**src/rtl/sem_pkg.sv**
```systemverilog
package sem_pkg;

  localparam int unsigned NUM_CH     = 3;
  localparam int unsigned PIX_W      = 8;
  localparam int unsigned RGB_W      = NUM_CH * PIX_W;
  localparam int unsigned CFG_W      = 11;
  localparam int unsigned CFG_IDX_W  = 2;
  localparam int unsigned ROW_CNT_W  = 11;
  localparam int unsigned GRAD_W     = 11;
  localparam int unsigned SQ_W       = 2 * GRAD_W;
  localparam int unsigned RAD_W      = 2 * PIX_W;
  localparam int unsigned SQRT_STEPS = PIX_W;

  localparam logic [ROW_CNT_W-1:0] ROW_CNT_MAX = 11'd2047;
  localparam logic [SQ_W-1:0]      SQ_LIMIT    = 22'd65280;
  localparam logic [PIX_W-1:0]     MAG_MAX     = 8'd255;
  localparam logic [CFG_W-1:0]     DIM_RESET   = 11'd1024;

  localparam logic [CFG_IDX_W-1:0] REG_FRAME_WIDTH  = 2'd0;
  localparam logic [CFG_IDX_W-1:0] REG_FRAME_HEIGHT = 2'd1;

  typedef enum logic [2:0] {
    ST_IDLE,
    ST_READ,
    ST_SQUARE,
    ST_START,
    ST_ROOT
  } sem_state_e;

  typedef logic signed [GRAD_W-1:0] grad_t;

  typedef struct packed {
    logic            start;
    logic [SQ_W-1:0] sum;
  } sem_root_req_t;

endpackage

```
**src/rtl/sem_sqrt.sv**
```systemverilog
module sem_sqrt import sem_pkg::*; (
  input  logic             clk_i,
  input  logic             rst_ni,
  input  sem_root_req_t    req_i,
  output logic             done_o,
  output logic [PIX_W-1:0] mag_o
);

  localparam int unsigned CNT_W = $clog2(SQRT_STEPS);
  localparam int unsigned REM_W = PIX_W + 1;
  localparam int unsigned SH_W  = REM_W + 2;

  logic             busy_q, busy_d;
  logic             done_q, done_d;
  logic [CNT_W-1:0] cnt_q, cnt_d;
  logic             sat_q;
  logic [RAD_W-1:0] rad_q;
  logic [REM_W-1:0] rem_q, rem_d;
  logic [PIX_W-1:0] root_q, root_d;
  logic [SH_W-1:0]  rem_sh, trial, diff;
  logic             fits;
  logic [PIX_W:0]   rounded;

  // one root bit per cycle, radicand fed two bits at a time from the top
  always_comb begin
    rem_sh = {rem_q, rad_q[RAD_W-1 -: 2]};
    trial  = {1'b0, root_q, 2'b01};
    diff   = rem_sh - trial;
    fits   = (rem_sh >= trial);
    rem_d  = fits ? diff[REM_W-1:0] : rem_sh[REM_W-1:0];
    root_d = {root_q[PIX_W-2:0], fits};
  end

  always_comb begin
    busy_d = busy_q;
    done_d = done_q;
    cnt_d  = cnt_q;
    if (req_i.start) begin
      busy_d = 1'b1;
      done_d = 1'b0;
      cnt_d  = '0;
    end else if (busy_q) begin
      cnt_d = cnt_q + CNT_W'(1);
      if (cnt_q == CNT_W'(SQRT_STEPS - 1)) begin
        busy_d = 1'b0;
        done_d = 1'b1;
      end
    end
  end

  always_ff @(posedge clk_i or negedge rst_ni) begin
    if (!rst_ni) begin
      busy_q <= 1'b0;
      done_q <= 1'b0;
      cnt_q  <= '0;
    end else begin
      busy_q <= busy_d;
      done_q <= done_d;
      cnt_q  <= cnt_d;
    end
  end

  always_ff @(posedge clk_i) begin
    if (req_i.start) begin
      sat_q  <= (req_i.sum > SQ_LIMIT);
      rad_q  <= req_i.sum[RAD_W-1:0];
      rem_q  <= '0;
      root_q <= '0;
    end else if (busy_q) begin
      rad_q  <= {rad_q[RAD_W-3:0], 2'b00};
      rem_q  <= rem_d;
      root_q <= root_d;
    end
  end

  // round up when the remainder exceeds the root
  assign rounded = (rem_q > {1'b0, root_q}) ? ({1'b0, root_q} + (PIX_W+1)'(1))
                                            : {1'b0, root_q};
  assign mag_o   = (sat_q || rounded[PIX_W]) ? MAG_MAX : rounded[PIX_W-1:0];
  assign done_o  = done_q;

endmodule

```
**config.mk**
```make
export PLATFORM = sky130hd
export DESIGN_NAME = sem_sqrt
export DESIGN_NICKNAME = d
export VERILOG_FILES = /design/src/rtl/sem_pkg.sv /design/src/rtl/sem_sqrt.sv
export SDC_FILE = /design/constraint.sdc
export NUM_CORES = 1
export LEC_CHECK = 0
export BUFFER_PORTS_ARGS = -buffer_cell sky130_fd_sc_hd__buf_2
export CAP_MARGIN = 20
export CORE_AREA = 5 5 72 74
export DETAILED_ROUTE_END_ITERATION = 8
export DIE_AREA = 0 0 77 79
export GPL_TIMING_DRIVEN = 1
export HOLD_SLACK_MARGIN = 0.02
export PLACE_DENSITY = 0.75
export SYNTH_ARGS = -nofsm -noshare
export SYNTH_HDL_FRONTEND = slang
export SYNTH_SLANG_ARGS = --single-unit
```
**constraint.sdc**
```tcl
create_clock -name clk_i -period 4.5 [get_ports clk_i]
set_input_delay 1.125 -clock clk_i [delete_from_list [all_inputs] [get_ports clk_i]]
set_output_delay 1.125 -clock clk_i [all_outputs]
set_load 0.03 [all_outputs]
```
==> impl_metrics.ini <==
[cells_and_area]
n_antenna_cell = 0
multi_input_area_sq_um = 1280
finish.utilization = 0.584
finish.net_count = 304
drive_gt1_frac = 0.237
n_fill_cell = 385
area_growth_pct = 12.5
ff_latch_area_sq_um = 976

[sta]
finalHoldViolations = 0
whs_ns = 0.491
worstMarginPinSlew_ns = 0.809
fin_setup_tns_ns = 0
max_freq_mhz = 255
max-slew-margin-rel = 0.461
fin_skew_ns = 0.00848
period_needed_ns = 3.92
finalSetupViolations = 0
drv_slew = 0
rsz0062_at_grt = no
period_share = 0.871

[pwr]
combPwrFrac = 0.503
p_sw_uw = 609
internal-power_uw = 892
p_per_area_nw_per_um2 = 566
power_frac_seq = 0.319
p_leak_uw = 0.00114
swShare = 0.405
pwr-share-clk = 0.178
peakVddDrop_v = 0.000246

[clock_tree]
cts_root_buffer = clkbuf_8
cts_max_level = 2
clkLatencyLatePin_ns = 0.29
post_cts_resized = 0
cts_tree = done
clock_path_buffers = 2
clkTransAtPathRegs_ns = 0.08
cts_buffers = 5
hold_buffers = 0
clock-sinks = 39
post_cts_buffers = 0

[worst_setup_path]
crit_path_cell_trace = inv_1 > ha_1 > a21o_1 > a211o_1 > o2bb2ai_1 > nor2_1 > a311oi_1 > a41oi_1 > buf_2
critPathRequiredTime_ns = 3.38
arrival_ns = 2.79
end_kind = output pin
crit_fanout = 9
reg2reg_slack_ns = 1.85
r2r_start = root_q[6]
start_kind = flip-flop
crit_slowest_cell = dfxtp_1
criticalPathCategory = reg -> out
slowest_delay_ns = 0.44
r2r_end = rem_q[2]
rr_worst_depth = 8

[place]
gp_congestion = 0.794
hpwl_mm = 3.25
portBuffers = 33

[synthesis]
ys_types = 52
async_flop_share = 0.128
synth_area_per_cell_sq_um = 10.0
synth_edf_count = 17
synth_common_cells = nor2_1, dfxtp_1, edfxtp_1
synth_most_common_cell = nor2_1
synth_warnings = 0
syn-cell-area_sq_um = 2350
synth_cells = 235
seq_area_frac_synth = 0.414
yosys.area.top_type = edfxtp_1
synth.ff_latch_count = 39
synth_nets = 274
synth_top_area_share = 0.217
synth_ff_type = edfxtp_1
yosys-top-cells-area = edfxtp_1, dfxtp_1, ha_1

[min_path]
hp-class = reg -> reg
hold_end = rem_q[7]
holdPathStages = 2
hold_path.startpoint = rem_q[7]

[status]
outcome = finished, final reports clean

[grt]
grt-ovfl-total = 0
track_usage = 0.160
grt_max_degree = 43
first_global_vias = 1833
antenna_found_initial = 0
grt_pass1_wl_mm = 8.01

[die]
rows = 25
die_area_sq_um = 6080
boundaryPins = 34
die_h_um = 79
die_w_um = 77
core_sq_um = 4540
initial_core_util = 0.519

[job]
maxCapViolCount = 0

[drt]
drtPass1Iterations = 4
ant_nets = 0
wl_per_cell_um = 14.5
drtIter0Drc = 158
routed_wl_mm = 4.65
num_vias = 1858
viasPerCell = 5.81
drcViolationCount = 0
sequential cells by signal (all words and copies together), names as in the netlist:
| name | count |
|---|---|
| sat_q | 1 |
| rad_q | 16 |
| root_q | 8 |
| rem_q | 9 |
| cnt_q | 3 |
| done_o | 1 |
| busy_q | 1 |
metal layers:
layer / GRT usage / share of wire / vias up
li1: - / - / 933
met1: 0.211 / 0.48 / 882
met2: 0.268 / 0.47 / 37
met3: 0.0238 / 0.043 / 6
met4: 0.0550 / 0.011 / 0
met5: 0 / 0 / -
area by class of cell:
class | instances | area share
Multi-Input combinational cell | 172 | 0.483
Sequential cell | 39 | 0.368
Timing Repair Buffer | 34 | 0.0652
Clock buffer | 7 | 0.0364
Tap cell | 54 | 0.0255
Inverter | 13 | 0.0184
Clock inverter | 1 | 0.00283
worst max-delay path, delay by kind of cell, from the launching register on:
family                   cells  cell delay (ns)
AO/OA/AOI/OAI                5             1.24
flip-flops                   1             0.44
adder cells (fa/ha/maj)      1             0.32
buffers and inverters        2             0.31
AND/OR/NAND/NOR              1             0.20
worst max-delay path by stage:
stage	startpoint	to	slack, ns	cells past startpoint
2_1_floorplan	root_q[5]	mag_o[4]	0.92	9
3_3_place_gp	root_q[6]	mag_o[2]	0.98	9
3_5_place_dp	root_q[6]	mag_o[6]	0.93	9
4_1_cts	root_q[6]	mag_o[6]	0.59	9
5_1_grt	root_q[6]	mag_o[6]	0.38	9
6_report	root_q[6]	mag_o[6]	0.58	9
power groups by stage:
stage                     Sequential (uW)  Clock (uW)  Combinational (uW)
final                                 479         266                 756
after global routing                  487         286                 847
after CTS                             478         272                 756
after detailed placement              486           0                 748
after global placement                486           0                 743
after floorplan                       468           0                 645
layout by cell type (no fill, tap or decap), types with 3 or more instances in the layout:
master,instances
nand3_1,3
nor4_1,4
inv_1,13
nor2_1,34
nand4_1,5
buf_2,33
clkbuf_8,7
a21oi_1,7
edfxtp_1,17
nor3_1,10
o21a_1,4
nand2_1,6
mux2_2,14
mux2i_1,15
dfrtp_1,5
a211oi_1,5
ha_1,14
dfxtp_1,17
xnor2_1,3
o31a_1,3
nor2b_1,4
kinds of logic (layout without fill, tap and decap cells):
logic type,Yosys count,count (layout),share of synthesized area
flip-flops,39,39,0.414
multiplexers,29,29,0.131
XOR/XNOR,5,5,0.0186
AO/OA/AOI/OAI,43,43,0.147
adder cells (fa/ha/maj),14,14,0.0744
AND/OR/NAND/NOR,81,81,0.173
buffers and inverters,24,55,0.0414
per-stage QoR:
stage / setup WS [ns] / area [sq um] / power [uW] / cells
global route: 0.385 / 2650 / 1620 / 320
detailed placement: 0.929 / 2550 / 1230 / 312
floorplan: 0.919 / 2350 / 1110 / 235
finish: 0.582 / 2650 / 1500 / 320
CTS: 0.591 / 2650 / 1510 / 320
global placement: 0.980 / 2550 / 1230 / 312
(Power assumes the default switching activity.)
