<file path="src/rtl/sem_ram.sv">
module sem_ram #(
  parameter int unsigned WIDTH = 8,
  parameter int unsigned DEPTH = 16,
  localparam int unsigned AW   = (DEPTH > 1) ? $clog2(DEPTH) : 1
) (
  input  logic             clk_i,
  input  logic             we_i,
  input  logic [AW-1:0]    waddr_i,
  input  logic [WIDTH-1:0] wdata_i,
  input  logic             re_i,
  input  logic [AW-1:0]    raddr_i,
  output logic [WIDTH-1:0] rdata_o
);

  logic [WIDTH-1:0] mem_q [DEPTH];
  logic [WIDTH-1:0] rdata_q;

  always_ff @(posedge clk_i) begin
    if (we_i) begin
      mem_q[waddr_i] <= wdata_i;
    end
    if (re_i) begin
      rdata_q <= mem_q[raddr_i];
    end
  end

  assign rdata_o = rdata_q;

endmodule

</file>
<file path="config.mk">
export PLATFORM = sky130hd
export DESIGN_NAME = sem_ram
export DESIGN_NICKNAME = d
export VERILOG_FILES = /design/src/rtl/sem_ram.sv
export SDC_FILE = /design/constraint.sdc
export NUM_CORES = 1
export LEC_CHECK = 0
export ABC_AREA = 1
export BUFFER_PORTS_ARGS = -buffer_cell sky130_fd_sc_hd__buf_4
export CAP_MARGIN = 10
export CORE_ASPECT_RATIO = 2
export CORE_MARGIN = 5
export CORE_UTILIZATION = 50
export CTS_BUF_LIST = sky130_fd_sc_hd__clkbuf_8
export DETAILED_ROUTE_END_ITERATION = 12
export GPL_ROUTABILITY_DRIVEN = 0
export HOLD_SLACK_MARGIN = 0.06
export PLACE_DENSITY = 0.65
export SYNTH_ARGS = -nofsm -noshare
export SYNTH_HDL_FRONTEND = slang
export SYNTH_SLANG_ARGS = --single-unit
</file>
<file path="constraint.sdc">
create_clock -name clk_i -period 2.18 [get_ports clk_i]
set_clock_uncertainty 0.15 [all_clocks]
set_input_delay 0.218 -clock clk_i [delete_from_list [all_inputs] [get_ports clk_i]]
set_output_delay 0.218 -clock clk_i [all_outputs]
set_load 0.01 [all_outputs]
</file>
==> results of run 1 <==
==> critical path: cells and delay by family <==
family        cells  cell delay (ns)
buf+inv           3             0.98
simple gates      2             0.36
==> flip-flops by register name (all words and copies together) (netlist names) <==
| signal | cells |
|---|---|
| rdata_o | 8 |
| mem_q | 128 |
==> cell usage in the layout, fill, tap and decap left out <==
cell | synthesis | layout
edfxtp_1 | 136 | 136
nor2_1 | 17 | 17
dlygate4sd3_1 | 0 | 10
nand3b_1 | 2 | 2
inv_1 | 100 | 100
clkbuf_8 | 0 | 17
nand2_1 | 173 | 173
inv_2 | 2 | 2
clkinv_4 | 0 | 3
clkinvlp_4 | 0 | 2
nand3_1 | 97 | 97
buf_4 | 4 | 46
clkinv_1 | 0 | 4
bufinv_16 | 0 | 5
==> report_power, final <==
part           switching, mW  internal [mW]  total, mW
combinational          0.251          0.126      0.378
clock                  0.935           1.34       2.28
sequential            0.0156           2.94       2.96
==> path summary, 6_finish.rpt <==
kind | start | end | slack [ns] | cells after the start
worst max-delay path | raddr_i[3] | rdata_o[6] | 0.76 | 5
worst min-delay path | raddr_i[2] | rdata_o[4] | 0.15 | 4
worst max register to register | mem_q[2][7] | rdata_o[7] | 0.82 | 6
worst min register to register | mem_q[12][1] | rdata_o[1] | 0.58 | 6
==> cells by family (layout without fill, tap and decap cells) <==
kind of cell	after synthesis	after routing	synth area share
buf+inv	126	189	0.09394
flops	136	136	0.6985
simple gates	289	289	0.2076
==> stage by stage <==
step,std cells,setup slack [ns]
finish,759,0.7588
global route,759,0.7410
CTS,759,0.7765
detailed placement,718,0.4777
global placement,718,0.4816
floorplan,551,0.8612
==> routing by layer <==
metal	vias to the layer above	global-route usage	part of all wire
li1	1878	-	-
met1	1827	0.2234	0.38
met2	111	0.3274	0.53
met3	33	0.04152	0.044
met4	0	0.1199	0.047
met5	-	0	0
==> synth_stat cells (all sizes together) <==
cell type / number / share of area
nor2: 17 / 0.011
nand2: 173 / 0.11
edfxtp: 136 / 0.70
nand3: 97 / 0.083
nand3b: 2 / 0.0026
inv: 102 / 0.065
buf: 24 / 0.028
==> area by class of cell <==
cell class                 instances  area (µm²)
clock buffer                      17       234.0
inverter                         102       382.9
tap                              145       181.4
multi-input combinational        289        1214
sequential                       136        4084
timing repair buffer              56       445.4
fill                            1036        4883
clock inverter                    14       206.4
==> impl_metrics.tcl, run 1 <==
set metrics [dict create \
    crit_path_end_kind "flip-flop" \
    tritoncts "done" \
    synth-warning-count 0 \
    netlist_instances 551 \
    tritoncts_buffer_count 17 \
    cts_buffer_depth 2 \
    chipWidth_um 86.47 \
    die_h_um 162.9 \
    synth_sequential_area_ratio 0.6985 \
    timing.final.setup_violations 0 \
    wl_um 12850 \
    synth.lib_cells_used.distinct 11 \
    place_area_um2 6207 \
    synth.cell_area_um2 5847 \
    timing_worst_setup_path_type "input pin to flip-flop" \
    post_route_cells_drive_above_1_share 0.1221 \
    hpwlAfterDp_um 8524 \
    slew_viols_final 0 \
    placement.io_buffers 26 \
    grt_max_degree 38 \
    rsz0062_at_grt "false" \
    fin_area_um2 6748 \
    number_of_clock_sinks 136 \
    post_layout_util 0.5801 \
    synth_nets 570 \
    cts_root_buffer "clkbuf_8" \
    final-hold-violation-count 0 \
    floorplan.core_area_um2 11630 \
    antenna_violations_before_repair 0 \
    number_of_global_route_vias_before_repair 3870 \
    ant_nets 0 \
    holdCritPathClass "input pin to flip-flop" \
    drv.max_cap_violation_count 0 \
    slowest_stage_delay_on_critical_path_ns 0.54 \
    flip_flop_and_latch_count_after_synthesis 136 \
    post_cts_setup_buffer_count 0 \
    ctsResizeCount 0 \
    worst_relative_slew_slack 0.5531 \
    vdd_drop_max_uv 547.3 \
    cts_max_level 4 \
    grt_pass1_wl_um 20130 \
    hold_slack_ns 0.1546 \
    drc 0 \
    design.die.area_um2 14090 \
    track_usage 0.1952 \
    placement_rows 56 \
    wl_per_cell_um 16.93 \
    globalRouteOverflowTotal 0 \
    power_per_cell_area_nw_per_um2 832.0 \
    clock_latency_ns 0.43 \
    startpoint_type "input pin" \
    drtIter0Drc 366 \
    final_net_count 621 \
    worst_pin_slew_ns 0.6680 \
    status "finished clean" \
    final_min_period_over_clock_period 0.6519 \
    post-route-min-period_ns 1.421 \
    firstDrtPassIters 5 \
    start_util 0.5027 \
    via_per_inst 5.071 \
    design_power_total_mw 5.614 \
    worst-endpoint-arrival_ns 1.57 \
    highest_achievable_clock_rate_mhz 703.6 \
    post_synth.cell_area_avg_um2 10.61 \
    leakagePower_nw 2.911 \
    cp.required_ns 2.33 \
    clk_transition_reported_paths_ns 0.07 \
    vias_after_detailed_routing 3849 \
    critPathMaxFanout 9 \
    n_antenna_cell 0 \
    timing.setup.tns_ns 0 \
    synthToLayoutAreaGrowth_pct 15.41 \
    slowest_stage "dlygate4sd3_1" \
    post_cts_hold_fix_bufs 10 \
    ordered_list_of_cells_on_the_worst_path "dlygate4sd3_1 -> buf_4 -> inv_1 -> nand3_1 -> nand2_1" \
    pin_count 27 \
]
Power figures use the tool's default switching activity.
==> run 2: changes to the inputs <==
Settings changed: PLACE_DENSITY 0.65 to 0.68.
Clock period 2.18 ns to 1.1 ns, I/O delays scaled along.
==> run 2 against run 1 <==
Effect of this change: the run now ends with negative setup slack left; utilization is 2.5 points higher; sequential share of layout area decreased by 2.5 points; final area increased by 4.2%; first-iteration DRC count down 23%; via count up 1.2%; sequential cell count unchanged; global-route usage up 0.44 points; worst hold slack got worse by 0.045 ns; critical path depth is 1 higher; count of clock-buffer cells in the layout did not move; wire length increased by 2.1%.
==> impl_metrics.tcl, run 2 (synthesis gave the netlist of run 1 again) <==
set metrics [dict create \
    highest_achievable_clock_rate_mhz 791.8 \
    drtIter0Drc 282 \
    drv.max_cap_violation_count 0 \
    failing_checks "negative setup slack" \
    timing.reg2reg.setup_slack_ns -0.16 \
    status "complete, but fails checks" \
    critPathBufInv 1 \
    worst-path-stages 6 \
    final_min_period_over_clock_period 1.148 \
    leakagePower_nw 3.029 \
    grt_max_degree 33 \
    comb_power_share 0.084 \
    slew_viols_final 0 \
    largest_register "mem_q" \
    chipWidth_um 86.47 \
    number_of_cells_on_the_worst_reg_to_reg_path 6 \
    timing_worst_setup_path_type "flip-flop to flip-flop" \
    post_route_cells_drive_above_1_share 0.2174 \
    wl_per_cell_um 17.13 \
    slowest_stage "edfxtp_1" \
    vias_after_detailed_routing 3897 \
    post_cts_setup_buffer_count 0 \
    pin_count 27 \
    number_of_clock_sinks 136 \
    clk_transition_reported_paths_ns 0.07 \
    slowest_stage_delay_on_critical_path_ns 0.37 \
    intPower_mw 8.129 \
    hpwlAfterDp_um 8663 \
    final-hold-violation-count 0 \
    numPlacedInstances 725 \
    antenna_violations_before_repair 0 \
    layout.cells.most_common "nand2_1" \
    critPathMaxFanout 1 \
    power.share.sequential 0.557 \
    design_power_total_mw 10.54 \
    design.die.area_um2 14090 \
    final_net_count 628 \
    cp.required_ns 1.13 \
    worst_setup_path_endpoint "rdata_o[2]" \
    placement.io_buffers 26 \
    critical_path.reg2reg.endpoint "rdata_o[2]" \
    track_usage 0.1996 \
    critical-path-top-delay-family "simple AND/OR/NAND/NOR gates" \
    synthToLayoutAreaGrowth_pct 20.31 \
    clock_latency_ns 0.43 \
    power_frac_clock 0.359 \
    crit_top_cell "nand3_1" \
    drc 0 \
    netSwitchingFraction 0.2285 \
    switching_power_mw 2.407 \
    crit-reg2reg-launch "mem_q[9][2]" \
    ant_nets 0 \
    worst-endpoint-arrival_ns 1.30 \
    tritoncts_buffer_count 17 \
    number_of_global_route_vias_before_repair 3836 \
    rsz0062_at_grt "true" \
    holdCritPathClass "input pin to flip-flop" \
    critical_path_origin "mem_q[9][2]" \
    grt_pass1_wl_um 20420 \
    cts_root_buffer "clkbuf_8" \
    setup_slack_ns -0.1630 \
    timing.final.setup_violations 16 \
    placement_rows 56 \
    globalRouteOverflowTotal 0 \
    crit_path_end_kind "flip-flop" \
    cts_buffer_depth 2 \
    layout.cells.non_filler 766 \
    worst_pin_slew_ns 0.6240 \
    via_per_inst 5.087 \
    power_per_cell_area_nw_per_um2 1498 \
    tritoncts "done" \
    startpoint_type "flip-flop" \
    worst_relative_slew_slack 0.5834 \
    ordered_list_of_cells_on_the_worst_path "inv_1 -> nand2_1 -> nand3_1 -> nand3_1 -> nand3_1 -> nand2_1" \
    wl_um 13120 \
    cts_max_level 4 \
    firstDrtPassIters 4 \
    post-route-min-period_ns 1.263 \
    vdd_drop_max_uv 1269 \
    floorplan.core_area_um2 11630 \
    largest_register_ff_count 128 \
    start_util 0.5027 \
    final_cell_mix "nand2_1 (168), edfxtp_1 (136), inv_1 (98)" \
    n_antenna_cell 0 \
    die_h_um 162.9 \
]
## run 2: repair_timing
action,CTS,global route
hold buffers,10,0
setup endpoints to repair,16,16
resized for setup,33,21
hold endpoints to repair,144,0
pin swaps,9,17
## run 2: final cells by class
type                    count  area, µm²
fillers                  1000       4597
flip-flops and latches    136       4084
multi-input cells         289       1441
repair buffers             63      578.1
inverters                 102      382.9
clock buffers              17      234.0
well taps                 145      181.4
clock inverters            14      132.6
## run 2: worst min-delay path: stages
cell and delay (ns):
buf_4 0.09, inv_1 0.15, nand3_2 0.12, nand2_1 0.04
## run 2: power groups by stage
stage                     sequential, mW  combinational (mW)  clock [mW]
final                               5.87               0.886        3.78
after global routing                5.87               0.968        4.11
after CTS                           5.86               0.857        3.88
after detailed placement            5.98               0.775           0
after global placement              5.98               0.765           0
after floorplan                     5.99               0.414           0
## run 2: worst min-delay path by stage
| stage | from | end | slack, ns | depth (start not counted) |
|---|---|---|---|---|
| 2_1_floorplan | wdata_i[0] | mem_q[0][0] | 0.06 | 0 |
| 3_3_place_gp | re_i | rdata_o[2] | 0.26 | 1 |
| 3_5_place_dp | re_i | rdata_o[1] | 0.26 | 1 |
| 4_1_cts | raddr_i[3] | rdata_o[7] | 0.07 | 4 |
| 5_1_grt | raddr_i[2] | rdata_o[6] | 0.11 | 5 |
| 6_report | raddr_i[3] | rdata_o[7] | 0.11 | 4 |
## run 2: through the flow
stage / hold WS (ns) / setup slack (ns) / setup TNS, ns / instance area, µm² / utilization
floorplan: 0.05887 / -0.1108 / -8.836 / 5862 / -
global placement: 0.2571 / -0.3499 / -22.42 / 6325 / 0.5438
detailed placement: 0.2603 / -0.3505 / -23.53 / 6325 / 0.5438
CTS: 0.07275 / -0.1602 / -2.088 / 6940 / 0.5967
global route: 0.1116 / -0.2019 / -2.856 / 7034 / 0.6048
finish: 0.1092 / -0.1630 / -1.919 / 7034 / 0.6048
## run 2: routing by layer
metal  vias up  wire, µm  track usage
li1       1892         -            -
met1      1885      4713       0.2195
met2        93      7506       0.3543
met3        27       426      0.04203
met4         0       476       0.1021
met5         -         0            0
